==> src/rtl/lph_pkg.sv <==
package lph_pkg;

    localparam int KEY_BITS    = 32;
    localparam int IN_VAL_BITS = 16;
    localparam int STATUS_BITS = 3;

    localparam logic [KEY_BITS-1:0] HASH_MULT = 32'h9E37_79B1;

    localparam logic [STATUS_BITS-1:0] STATUS_FOUND = 3'd0;
    localparam logic [STATUS_BITS-1:0] STATUS_MISS  = 3'd1;
    localparam logic [STATUS_BITS-1:0] STATUS_NEW   = 3'd2;
    localparam logic [STATUS_BITS-1:0] STATUS_OVER  = 3'd3;
    localparam logic [STATUS_BITS-1:0] STATUS_FULL  = 3'd4;
    localparam logic [STATUS_BITS-1:0] STATUS_ZERO  = 3'd5;

    localparam logic OP_FIND   = 1'b0;
    localparam logic OP_INSERT = 1'b1;

endpackage

==> src/rtl/lph_hash.sv <==
module lph_hash
    import lph_pkg::*;
#(
    parameter int TABLE_DEPTH = 8192,
    localparam int AW = $clog2(TABLE_DEPTH)
) (
    input  logic                i_clk,
    input  logic                i_rst_n,
    input  logic                i_start,
    input  logic [KEY_BITS-1:0] i_key,
    output logic                o_done,
    output logic [AW-1:0]       o_bucket
);

    if ((TABLE_DEPTH & (TABLE_DEPTH - 1)) == 0) begin : g_pow2
        logic [KEY_BITS-1:0] r_prod;
        logic                r_busy;

        always_ff @(posedge i_clk) begin
            if (!i_rst_n) begin
                r_busy <= 1'b0;
            end else begin
                r_busy <= i_start;
            end
        end

        always_ff @(posedge i_clk) begin
            if (i_start) begin
                r_prod <= KEY_BITS'(i_key * HASH_MULT);
            end
        end

        assign o_done   = r_busy;
        assign o_bucket = r_prod[AW-1:0];
    end else begin : g_div
        localparam logic [AW:0] DEPTH_W = (AW+1)'(TABLE_DEPTH);
        localparam logic [KEY_BITS-1:0] RECIP =
            KEY_BITS'((64'd1 << KEY_BITS) / 64'(TABLE_DEPTH));

        logic [KEY_BITS-1:0]   r_prod;
        logic [KEY_BITS-1:0]   r_quot;
        logic [AW-1:0]         r_rem;
        logic                  r_prod_vld;
        logic                  r_quot_vld;
        logic                  r_done;
        logic [2*KEY_BITS-1:0] quot_full;
        logic [AW:0]           rem_est;
        logic [AW:0]           rem_fix;

        // quotient estimate by reciprocal, at most one short, then one subtract
        assign quot_full = (2*KEY_BITS)'(r_prod) * (2*KEY_BITS)'(RECIP);
        assign rem_est   = r_prod[AW:0] - (AW+1)'(r_quot[AW:0] * DEPTH_W);
        assign rem_fix   = (rem_est >= DEPTH_W) ? rem_est - DEPTH_W : rem_est;

        always_ff @(posedge i_clk) begin
            if (!i_rst_n) begin
                r_prod_vld <= 1'b0;
                r_quot_vld <= 1'b0;
                r_done     <= 1'b0;
            end else begin
                r_prod_vld <= i_start;
                r_quot_vld <= r_prod_vld;
                r_done     <= r_quot_vld;
            end
        end

        always_ff @(posedge i_clk) begin
            if (i_start) begin
                r_prod <= KEY_BITS'(i_key * HASH_MULT);
            end
            if (r_prod_vld) begin
                r_quot <= quot_full[2*KEY_BITS-1:KEY_BITS];
            end
            if (r_quot_vld) begin
                r_rem <= rem_fix[AW-1:0];
            end
        end

        assign o_done   = r_done;
        assign o_bucket = r_rem;
    end

endmodule

==> config.mk <==
export PLATFORM = sky130hd
export DESIGN_NAME = lph_hash
export DESIGN_NICKNAME = d
export VERILOG_FILES = /design/src/rtl/lph_pkg.sv /design/src/rtl/lph_hash.sv
export SDC_FILE = /design/constraint.sdc
export NUM_CORES = 1
export LEC_CHECK = 0
export ABC_AREA = 1
export BUFFER_PORTS_ARGS = -buffer_cell sky130_fd_sc_hd__buf_2
export CAP_MARGIN = 20
export CORE_MARGIN = 1.5
export CORE_UTILIZATION = 55
export CTS_CLUSTER_DIAMETER = 100
export DETAILED_ROUTE_END_ITERATION = 16
export PLACE_DENSITY = 0.91
export SYNTH_ARGS = -nofsm -noshare
export SYNTH_HDL_FRONTEND = slang
export SYNTH_SLANG_ARGS = --single-unit
export TNS_END_PERCENT = 5
==> constraint.sdc <==
create_clock -name i_clk -period 10.55 [get_ports i_clk]
set_clock_uncertainty 0.05 [all_clocks]
set_input_delay 0.5275 -clock i_clk [delete_from_list [all_inputs] [get_ports i_clk]]
set_output_delay 0.5275 -clock i_clk [all_outputs]
set_load 0.05 [all_outputs]
==> results of run 1 <==
registers in the layout, indices dropped and copies added (netlist names):
register and count:
g_pow2.r_prod 13, o_done 1
power by group:
part           internal [mW]  total (mW)  switching (mW)
registers             0.0859      0.0889         0.00301
clock network         0.0210      0.0399          0.0188
logic                 0.0815       0.236           0.154
worst max path at each step:
| stage | start | endpoint | slack, ns | cells after the start |
|---|---|---|---|---|
| detailed placement | i_key[4] | g_pow2.r_prod[12]$_DFFE_PP_ | 6.09 | 19 |
| finish | i_key[4] | g_pow2.r_prod[12]$_DFFE_PP_ | 6.43 | 19 |
| global placement | i_key[4] | g_pow2.r_prod[12]$_DFFE_PP_ | 6.18 | 19 |
| global route | i_key[4] | g_pow2.r_prod[12]$_DFFE_PP_ | 6.14 | 19 |
| CTS | i_key[4] | g_pow2.r_prod[12]$_DFFE_PP_ | 6.38 | 19 |
| floorplan | i_key[4] | g_pow2.r_prod[12]$_DFFE_PP_ | 6.53 | 18 |
metal layers:
metal | GRT usage | up-vias
li1 | - | 577
met1 | 0.213 | 520
met2 | 0.378 | 31
met3 | 0.0140 | 5
met4 | 0.105 | 0
met5 | 0 | -
kinds of logic (layout without fill, tap and decap cells):
group | count (synthesis) | count (layout) | share of synthesized area
simple gates | 52 | 52 | 0.146
fa+ha+maj | 47 | 47 | 0.441
buf+inv | 42 | 75 | 0.103
compound gates | 3 | 3 | 0.00976
flops | 14 | 14 | 0.267
xor+xnor | 6 | 6 | 0.0342
through the flow:
step | setup slack [ns] | hold WS (ns) | area (um2)
6_report | 6.43 | 0.372 | 1760
5_1_grt | 6.14 | 0.394 | 1760
4_1_cts | 6.38 | 0.376 | 1760
3_5_place_dp | 6.09 | 0.674 | 1720
3_3_place_gp | 6.18 | 0.664 | 1720
2_1_floorplan | 6.53 | 0.571 | 1540
cell type report:
cell class              instances  area [um2]
well taps                      30        37.5
fillers                       207         811
flip-flops and latches         14         410
repair buffers                 29         145
clock buffers                   4        36.3
multi-input cells             108         970
inverters                      42         158
worst max-delay path, delay by kind of cell:
family,cells,cell delay (ns)
AOI/OAI and AO/OA,1,0.21
and+or+nand+nor,6,0.45
adders and majority gates,6,2.51
buffers and inverters,6,0.41
cell usage in the layout, fill, tap and decap left out, drive strengths merged:
cell type / count
nand4: 1
buf: 29
nor2: 7
fa: 12
nand3b: 1
inv: 42
clkbuf: 4
nand2: 37
a21oi: 3
dfxtp: 1
edfxtp: 13
xor2: 4
xnor2: 2
nand3: 6
ha: 35
==> flow_metrics.tcl, run 1 <==
set metrics [dict create \
    start_util 0.599 \
    die_w_um 55.9 \
    async_reset_ff_frac 0 \
    cts_setup_buffers 0 \
    cts_buffers 3 \
    grt_usage 0.197 \
    powerDensity_nw_per_um2 208 \
    worstPathArrival_ns 4.12 \
    grt_remaining_overflow 0 \
    clock_path_buffers 2 \
    fin_crit_ns 4.12 \
    hold_path_startpoint "i_rst_n" \
    post-route-period-util 0.390 \
    min_path_cells 3 \
    drt-total-wl_mm 2.71 \
    clock-root-buffer "clkbuf_4" \
    cts_tree "yes" \
    vias 1133 \
    worst_slew_pin_slew_ns 0.305 \
    avgSynthCellArea_um2 9.38 \
    synth_largest_area_cell "ha_1" \
    grt_pass1_wl_mm 4.78 \
    syn-cell-area_um2 1540 \
    cp-end-kind "flip-flop" \
    num_rows 18 \
    crit_required_ns 10.56 \
    synth_area_leaders "ha_1 28%, edfxtp_1 25%, fa_1 16%" \
    routed_wire_length_per_instance_um 11.9 \
    p_leak_nw 1.02 \
    rsz0062_at_grt "no" \
    cpMostUsedCell "inv_1" \
    hold_viol_final 0 \
    synth_cell_types 15 \
    cp_cell_sequence "buf_2 > ha_1 > inv_1 > fa_1 > inv_1 > ha_1 > fa_1 > inv_1 > fa_1 > inv_1 > ha_1 > nand3_1 > nand3_1 > nand2_1 > nand2_1 > a21oi_1 > inv_1 > nand2_1 > nand2_1" \
    die-area_um2 3120 \
    startpoint_type "input port" \
    ir_drop_uv 207 \
    status "finished clean" \
    wl_met2_mm 1.44 \
    crit_type "input port to flip-flop" \
    yosys.cell_count.top_type "inv_1" \
    grt_antenna_before_repair 0 \
    total_power_mw 0.365 \
    critPathMaxFanout 4 \
    final_nets 280 \
    fmax_mhz 243 \
    tns_ns 0 \
    portBuffers 29 \
    yosysTopAreaCellShare 0.285 \
    cts_sinks 14 \
    h-tree-depth 1 \
    synthCells 164 \
    syn-num-nets 246 \
    dr_wl_met3_um 92 \
    ys_seq_area_frac 0.267 \
    ys_top_cells_by_count "41 x inv_1, 35 x ha_1, 31 x nand2_1" \
    setup_viol 0 \
    ant_nets 0 \
    ys_seq_elements 14 \
    final_max_slew_viol_count 0 \
    core_area_um2 2570 \
    drc 0 \
    synth-warning-count 0 \
    dr.pass1.iters 4 \
    dp.cells 223 \
    die_y_um 55.9 \
    min_path_type "input port to flip-flop" \
    slowest_delay_ns 0.55 \
    timing.slew.headroom 0.797 \
    top_layer_used "met4" \
    max-cap-violations 0 \
    wl_met1_mm 1.12 \
    postCtsHoldBufs 0 \
    drive_above_1_share 0.203 \
    fin_util 0.684 \
    fin_cells 227 \
    antenna_cells 0 \
    clk_pin_slew_ns 0.09 \
    syn_to_final_growth_pct 14.2 \
    slowest_stage "fa_1" \
    hold_end "o_done$_SDFF_PN0_" \
    dp_hpwl_mm 2.37 \
    grt_max_degree 15 \
    vias_per_cell 4.99 \
    synth_edf_count 13 \
    grt_pass1_vias 1180 \
    drt-initial-drc-count 10 \
    ios 49 \
    synthFlopType "edfxtp_1" \
    gp_congestion 0.878 \
    cts-resized-gates 0 \
]
(Power assumes the default switching activity.)
==> run 2, diff against run 1 <==
--- a/config.mk
+++ b/config.mk
@@ -9,10 +9,10 @@
 export BUFFER_PORTS_ARGS = -buffer_cell sky130_fd_sc_hd__buf_2
 export CAP_MARGIN = 20
 export CORE_MARGIN = 1.5
-export CORE_UTILIZATION = 55
+export CORE_UTILIZATION = 46
 export CTS_CLUSTER_DIAMETER = 100
 export DETAILED_ROUTE_END_ITERATION = 16
-export PLACE_DENSITY = 0.91
+export PLACE_DENSITY = 0.82
 export SYNTH_ARGS = -nofsm -noshare
 export SYNTH_HDL_FRONTEND = slang
 export SYNTH_SLANG_ARGS = --single-unit
==> constraint.sdc (replaced) <==
create_clock -name i_clk -period 3.65 [get_ports i_clk]
set_clock_uncertainty 0.05 [all_clocks]
set_input_delay 0.1825 -clock i_clk [delete_from_list [all_inputs] [get_ports i_clk]]
set_output_delay 0.1825 -clock i_clk [all_outputs]
set_load 0.05 [all_outputs]
==> run 2 against run 1 <==
Against the previous run:
- routed wire length grew 9.7%
- sequential share of layout area shrank 2.3 points
- power grew to 3.2 times the previous value
- design area grew 11%
- combinational power grew to 3.4 times the previous value
- sequential cell count is the same
- setup slack lost 6.4 ns
- critical endpoint unchanged
- highest routed layer unchanged
==> flow_metrics.tcl, run 2 (synthesis gave the netlist of run 1 again) <==
set metrics [dict create \
    cts_sinks 14 \
    crit_required_ns 3.65 \
    die_w_um 60.8 \
    worstPathArrival_ns 3.60 \
    fin_crit_ns 3.59 \
    ir_drop_uv 249 \
    vias_per_cell 4.63 \
    postPlaceCellArea_um2 1890 \
    drt-initial-drc-count 36 \
    fin_area_um2 1950 \
    die_y_um 60.8 \
    clk_pin_slew_ns 0.08 \
    grt_pass1_wl_mm 4.87 \
    postCtsHoldBufs 0 \
    drt-total-wl_mm 2.98 \
    worst_slew_pin_slew_ns 0.318 \
    routed_wire_length_per_instance_um 11.4 \
    h-tree-depth 1 \
    hold_viol_final 0 \
    final_cell_mix "41 x inv_1, 33 x ha_1, 31 x nand2_1" \
    startpoint_type "input port" \
    cts-resized-gates 0 \
    crit_type "input port to flip-flop" \
    ios 49 \
    syn_to_final_growth_pct 26.9 \
    p_leak_nw 1.12 \
    dp_hpwl_mm 2.57 \
    portBuffers 29 \
    start_util 0.496 \
    timing.slew.headroom 0.788 \
    cp-end-kind "flip-flop" \
    vias 1204 \
    core_area_um2 3100 \
    fmax_mhz 278 \
    cts_tree "yes" \
    antenna_cells 0 \
    grt_max_degree 15 \
    max-cap-violations 0 \
    grt_pass1_vias 1147 \
    cts_setup_buffers 0 \
    tns_ns 0 \
    powerDensity_nw_per_um2 607 \
    final_common_cell "inv_1" \
    grt_usage 0.183 \
    final_nets 299 \
    grt_antenna_before_repair 0 \
    cts_buffers 3 \
    die-area_um2 3700 \
    drc 0 \
    post-route-period-util 0.984 \
    grt_remaining_overflow 0 \
    num_rows 20 \
    largest_reg_flops 13 \
    status "finished clean" \
    ant_nets 0 \
    gp_congestion 0.853 \
    regMostFlops "g_pow2.r_prod" \
    min_path_type "input port to flip-flop" \
    clock-root-buffer "clkbuf_4" \
    dr.pass1.iters 4 \
    critPathMaxFanout 3 \
    setup_viol 0 \
    final_max_slew_viol_count 0 \
    clock_path_buffers 2 \
    drive_above_1_share 0.292 \
]
[run 2: cell types whose count changed in the layout (fill, tap and decap cells not counted)]
| cell | delta |
|---|---|
| ha_1 | -2 |
| nand3_1 | -1 |
| buf_4 | +19 |
| a21oi_2 | +1 |
| nand3_2 | +1 |
| ha_4 | +2 |
| a21oi_1 | -1 |
[run 2: routing by layer]
| layer | track usage | share of wire | vias to the layer above |
|---|---|---|---|
| met5 | 0 | 0 | - |
| met4 | 0.0839 | 0.023 | 0 |
| met3 | 0.0128 | 0.024 | 7 |
| met2 | 0.320 | 0.51 | 28 |
| met1 | 0.231 | 0.44 | 554 |
| li1 | - | - | 615 |
[run 2: power by group]
| group | switching (mW) | internal (mW) | total [mW] |
|---|---|---|---|
| sequential | 0.00829 | 0.248 | 0.257 |
| combinational | 0.477 | 0.337 | 0.814 |
| clock | 0.0524 | 0.0608 | 0.113 |
[run 2: worst max-delay path, stage by stage]
cell and delay (ns):
buf_2 0.11, ha_1 0.29, inv_1 0.07, fa_1 0.51, inv_1 0.07, ha_4 0.24, fa_1 0.54, inv_1 0.06
fa_1 0.53, inv_1 0.06, ha_4 0.24, nand3_1 0.11, nand3_2 0.09, nand2_1 0.08, nand2_1 0.07, a21oi_2 0.18
inv_1 0.05, nand2_1 0.06, nand2_1 0.04
[run 2: worst paths after layout]
path	cells after the start	slack (ns)	endpoint	from
hold / removal	3	0.03	o_done$_SDFF_PN0_	i_rst_n
setup / recovery	19	0.06	g_pow2.r_prod[12]$_DFFE_PP_	i_key[4]
[run 2: cell type report]
class                   count  area [um2]
fillers                   264        1150
clock buffers               4        36.3
flip-flops and latches     14         410
multi-input cells         108        1000
inverters                  42         158
well taps                  44        55.1
repair buffers             48         288
[run 2: per-stage QoR]
stage / setup slack [ns] / instances / power (mW) / util / hold WS, ns
2_1_floorplan: 0.0555 / 164 / 0.819 / - / 0.226
3_3_place_gp: -0.176 / 256 / 1.03 / 0.610 / 0.321
3_5_place_dp: -0.288 / 256 / 1.06 / 0.610 / 0.328
4_1_cts: 0.0227 / 260 / 1.17 / 0.622 / 0.0251
5_1_grt: -0.0632 / 260 / 1.29 / 0.629 / 0.0263
6_report: 0.0570 / 260 / 1.18 / 0.629 / 0.0336
==> run 3, diff against run 2 <==
--- a/config.mk
+++ b/config.mk
@@ -8,11 +8,13 @@
 export ABC_AREA = 1
 export BUFFER_PORTS_ARGS = -buffer_cell sky130_fd_sc_hd__buf_2
 export CAP_MARGIN = 20
+export CORE_ASPECT_RATIO = 1.25
 export CORE_MARGIN = 1.5
 export CORE_UTILIZATION = 46
 export CTS_CLUSTER_DIAMETER = 100
 export DETAILED_ROUTE_END_ITERATION = 16
 export PLACE_DENSITY = 0.82
+export RECOVER_POWER = 100
 export SYNTH_ARGS = -nofsm -noshare
 export SYNTH_HDL_FRONTEND = slang
 export SYNTH_SLANG_ARGS = --single-unit
==> run 3 against run 2 <==
Against the previous run:
- routed wire length increased by 2.7%
- final cell count shrank 4.2%
- non-clock buffer count is 4 lower
- count of clock-buffer cells in the layout unchanged
- fmax increased by 1.9%
- via count down 1.0%
- power grew 2.6%
- worst hold slack improved by 0.030 ns
- global-route usage is 1.2 points higher
- design area decreased by 0.26%
- die area hardly changed
- sequential share of layout area rose by 0.054 points
==> flow_metrics.tcl, run 3 (synthesis gave the netlist of run 1 again) <==
set metrics [dict create \
    status "finished clean" \
    h-tree-depth 1 \
    critPathMaxFanout 3 \
    startpoint_type "input port" \
    grt_remaining_overflow 0 \
    clk_pin_slew_ns 0.06 \
    rsz0062_at_grt "no" \
    crit_type "input port to flip-flop" \
    final_max_slew_viol_count 0 \
    pwr-share-comb 0.661 \
    ir_drop_uv 535 \
    clock-root-buffer "clkbuf_8" \
    vias_per_cell 4.79 \
    grt_antenna_before_repair 0 \
    die_y_um 67.6 \
    syn_to_final_growth_pct 26.5 \
    largest_reg_flops 13 \
    ant_nets 0 \
    use_met2 0.344 \
    fin_area_um2 1950 \
    grt_pass1_vias 1221 \
    grtUsageMet1 0.227 \
    grt_max_degree 15 \
    grtUsageMet3 0.0155 \
    post-route-period-util 0.966 \
    power_switching_share 0.459 \
    setup_viol 0 \
    min_path_type "input port to flip-flop" \
    regMostFlops "g_pow2.r_prod" \
    worstPathArrival_ns 3.49 \
    switching_power_mw 0.557 \
    fillCellCount 262 \
    start_util 0.481 \
    num_rows 23 \
    dp_hpwl_mm 2.54 \
    timing.slew.headroom 0.505 \
    top_usage_layer "met2" \
    clock_path_buffers 2 \
    total_power_mw 1.21 \
    antenna_cells 0 \
    die_w_um 54.7 \
    postPlaceCellArea_um2 1850 \
    hold_viol_final 0 \
    portBuffers 29 \
    drc 0 \
    powerDensity_nw_per_um2 624 \
    power_frac_seq 0.213 \
    dr.pass1.iters 4 \
    final_common_cell "inv_1" \
    core_area_um2 3190 \
    crit_required_ns 3.61 \
    clockPowerShare 0.126 \
    cts_buffers 3 \
    die-area_um2 3700 \
    final_nets 295 \
    gp_congestion 0.799 \
    fin_crit_ns 3.53 \
    cp-end-kind "flip-flop" \
    grt_pass1_wl_mm 5.13 \
    vias 1192 \
    cts_sinks 14 \
    routed_wire_length_per_instance_um 12.3 \
    max-cap-violations 0 \
    worst_slew_pin_slew_ns 0.742 \
    drt-total-wl_mm 3.06 \
    drive_above_1_share 0.226 \
    fmax_mhz 284 \
    cts_tree "yes" \
    ios 49 \
    internal-power_mw 0.657 \
    grt_usage 0.195 \
    final_cell_mix "38 x inv_1, 31 x nand2_1, 30 x ha_1" \
    p_leak_nw 1.05 \
    fin_util 0.609 \
    drt-initial-drc-count 29 \
]
run 3: worst paths after layout:
path | end | cells after the start | slack [ns] | start
max | g_pow2.r_prod[12]$_DFFE_PP_ | 19 | 0.12 | i_key[5]
min | o_done$_SDFF_PN0_ | 3 | 0.06 | i_rst_n
run 3: layout make-up:
type | instances | area, um2 | area share
well taps | 37 | 46.3 | 0.0238
clock buffers | 4 | 55.1 | 0.0283
repair buffers | 44 | 230 | 0.118
flip-flops and latches | 14 | 410 | 0.211
inverters | 42 | 158 | 0.0810
multi-input cells | 108 | 1050 | 0.538
run 3: layer usage:
layer  up-vias  share of wire  wire (um)
li1        610              -          -
met1       544           0.40       1240
met2        29           0.53       1610
met3         9          0.036        110
met4         0          0.032         99
met5         -              0          0
run 3: metrics by stage:
step                      setup TNS, ns  instances  hold WS, ns  setup slack (ns)
after floorplan                       0        164        0.226            0.0555
final                                 0        249       0.0635             0.124
after CTS                             0        249       0.0550           0.00855
after detailed placement         -0.498        245        0.317            -0.302
after global placement           -0.225        245        0.320            -0.151
after global routing                  0        249       0.0894           0.00259
run 3: repair_timing:
| action | 4_1_cts | 5_1_grt |
|---|---|---|
| gates cloned | 0 | 0 |
| resized for setup | 1 | 10 |
| setup endpoints to repair | 1 | 2 |
| buffers inserted | 0 | 0 |
| pin swaps | 0 | 4 |
| hold buffers | 0 | 0 |
run 3: worst max-delay path, stage by stage:
cell,delay (ns)
buf_2,0.12
ha_4,0.26
inv_1,0.06
fa_1,0.53
inv_2,0.06
ha_4,0.21
fa_1,0.53
inv_1,0.06
fa_1,0.54
inv_1,0.07
ha_4,0.25
nand3_2,0.08
nand3_2,0.07
nand2_1,0.06
nand2_1,0.06
a21oi_2,0.18
inv_1,0.05
nand2_1,0.06
nand2_1,0.05
run 3: power groups by stage:
| stage | sequential, mW | clock (mW) | combinational [mW] |
|---|---|---|---|
| finish | 0.259 | 0.153 | 0.803 |
| CTS | 0.259 | 0.156 | 0.804 |
| floorplan | 0.419 | 0 | 0.400 |
| detailed placement | 0.261 | 0 | 0.787 |
| global placement | 0.261 | 0 | 0.758 |
| global route | 0.266 | 0.161 | 0.903 |
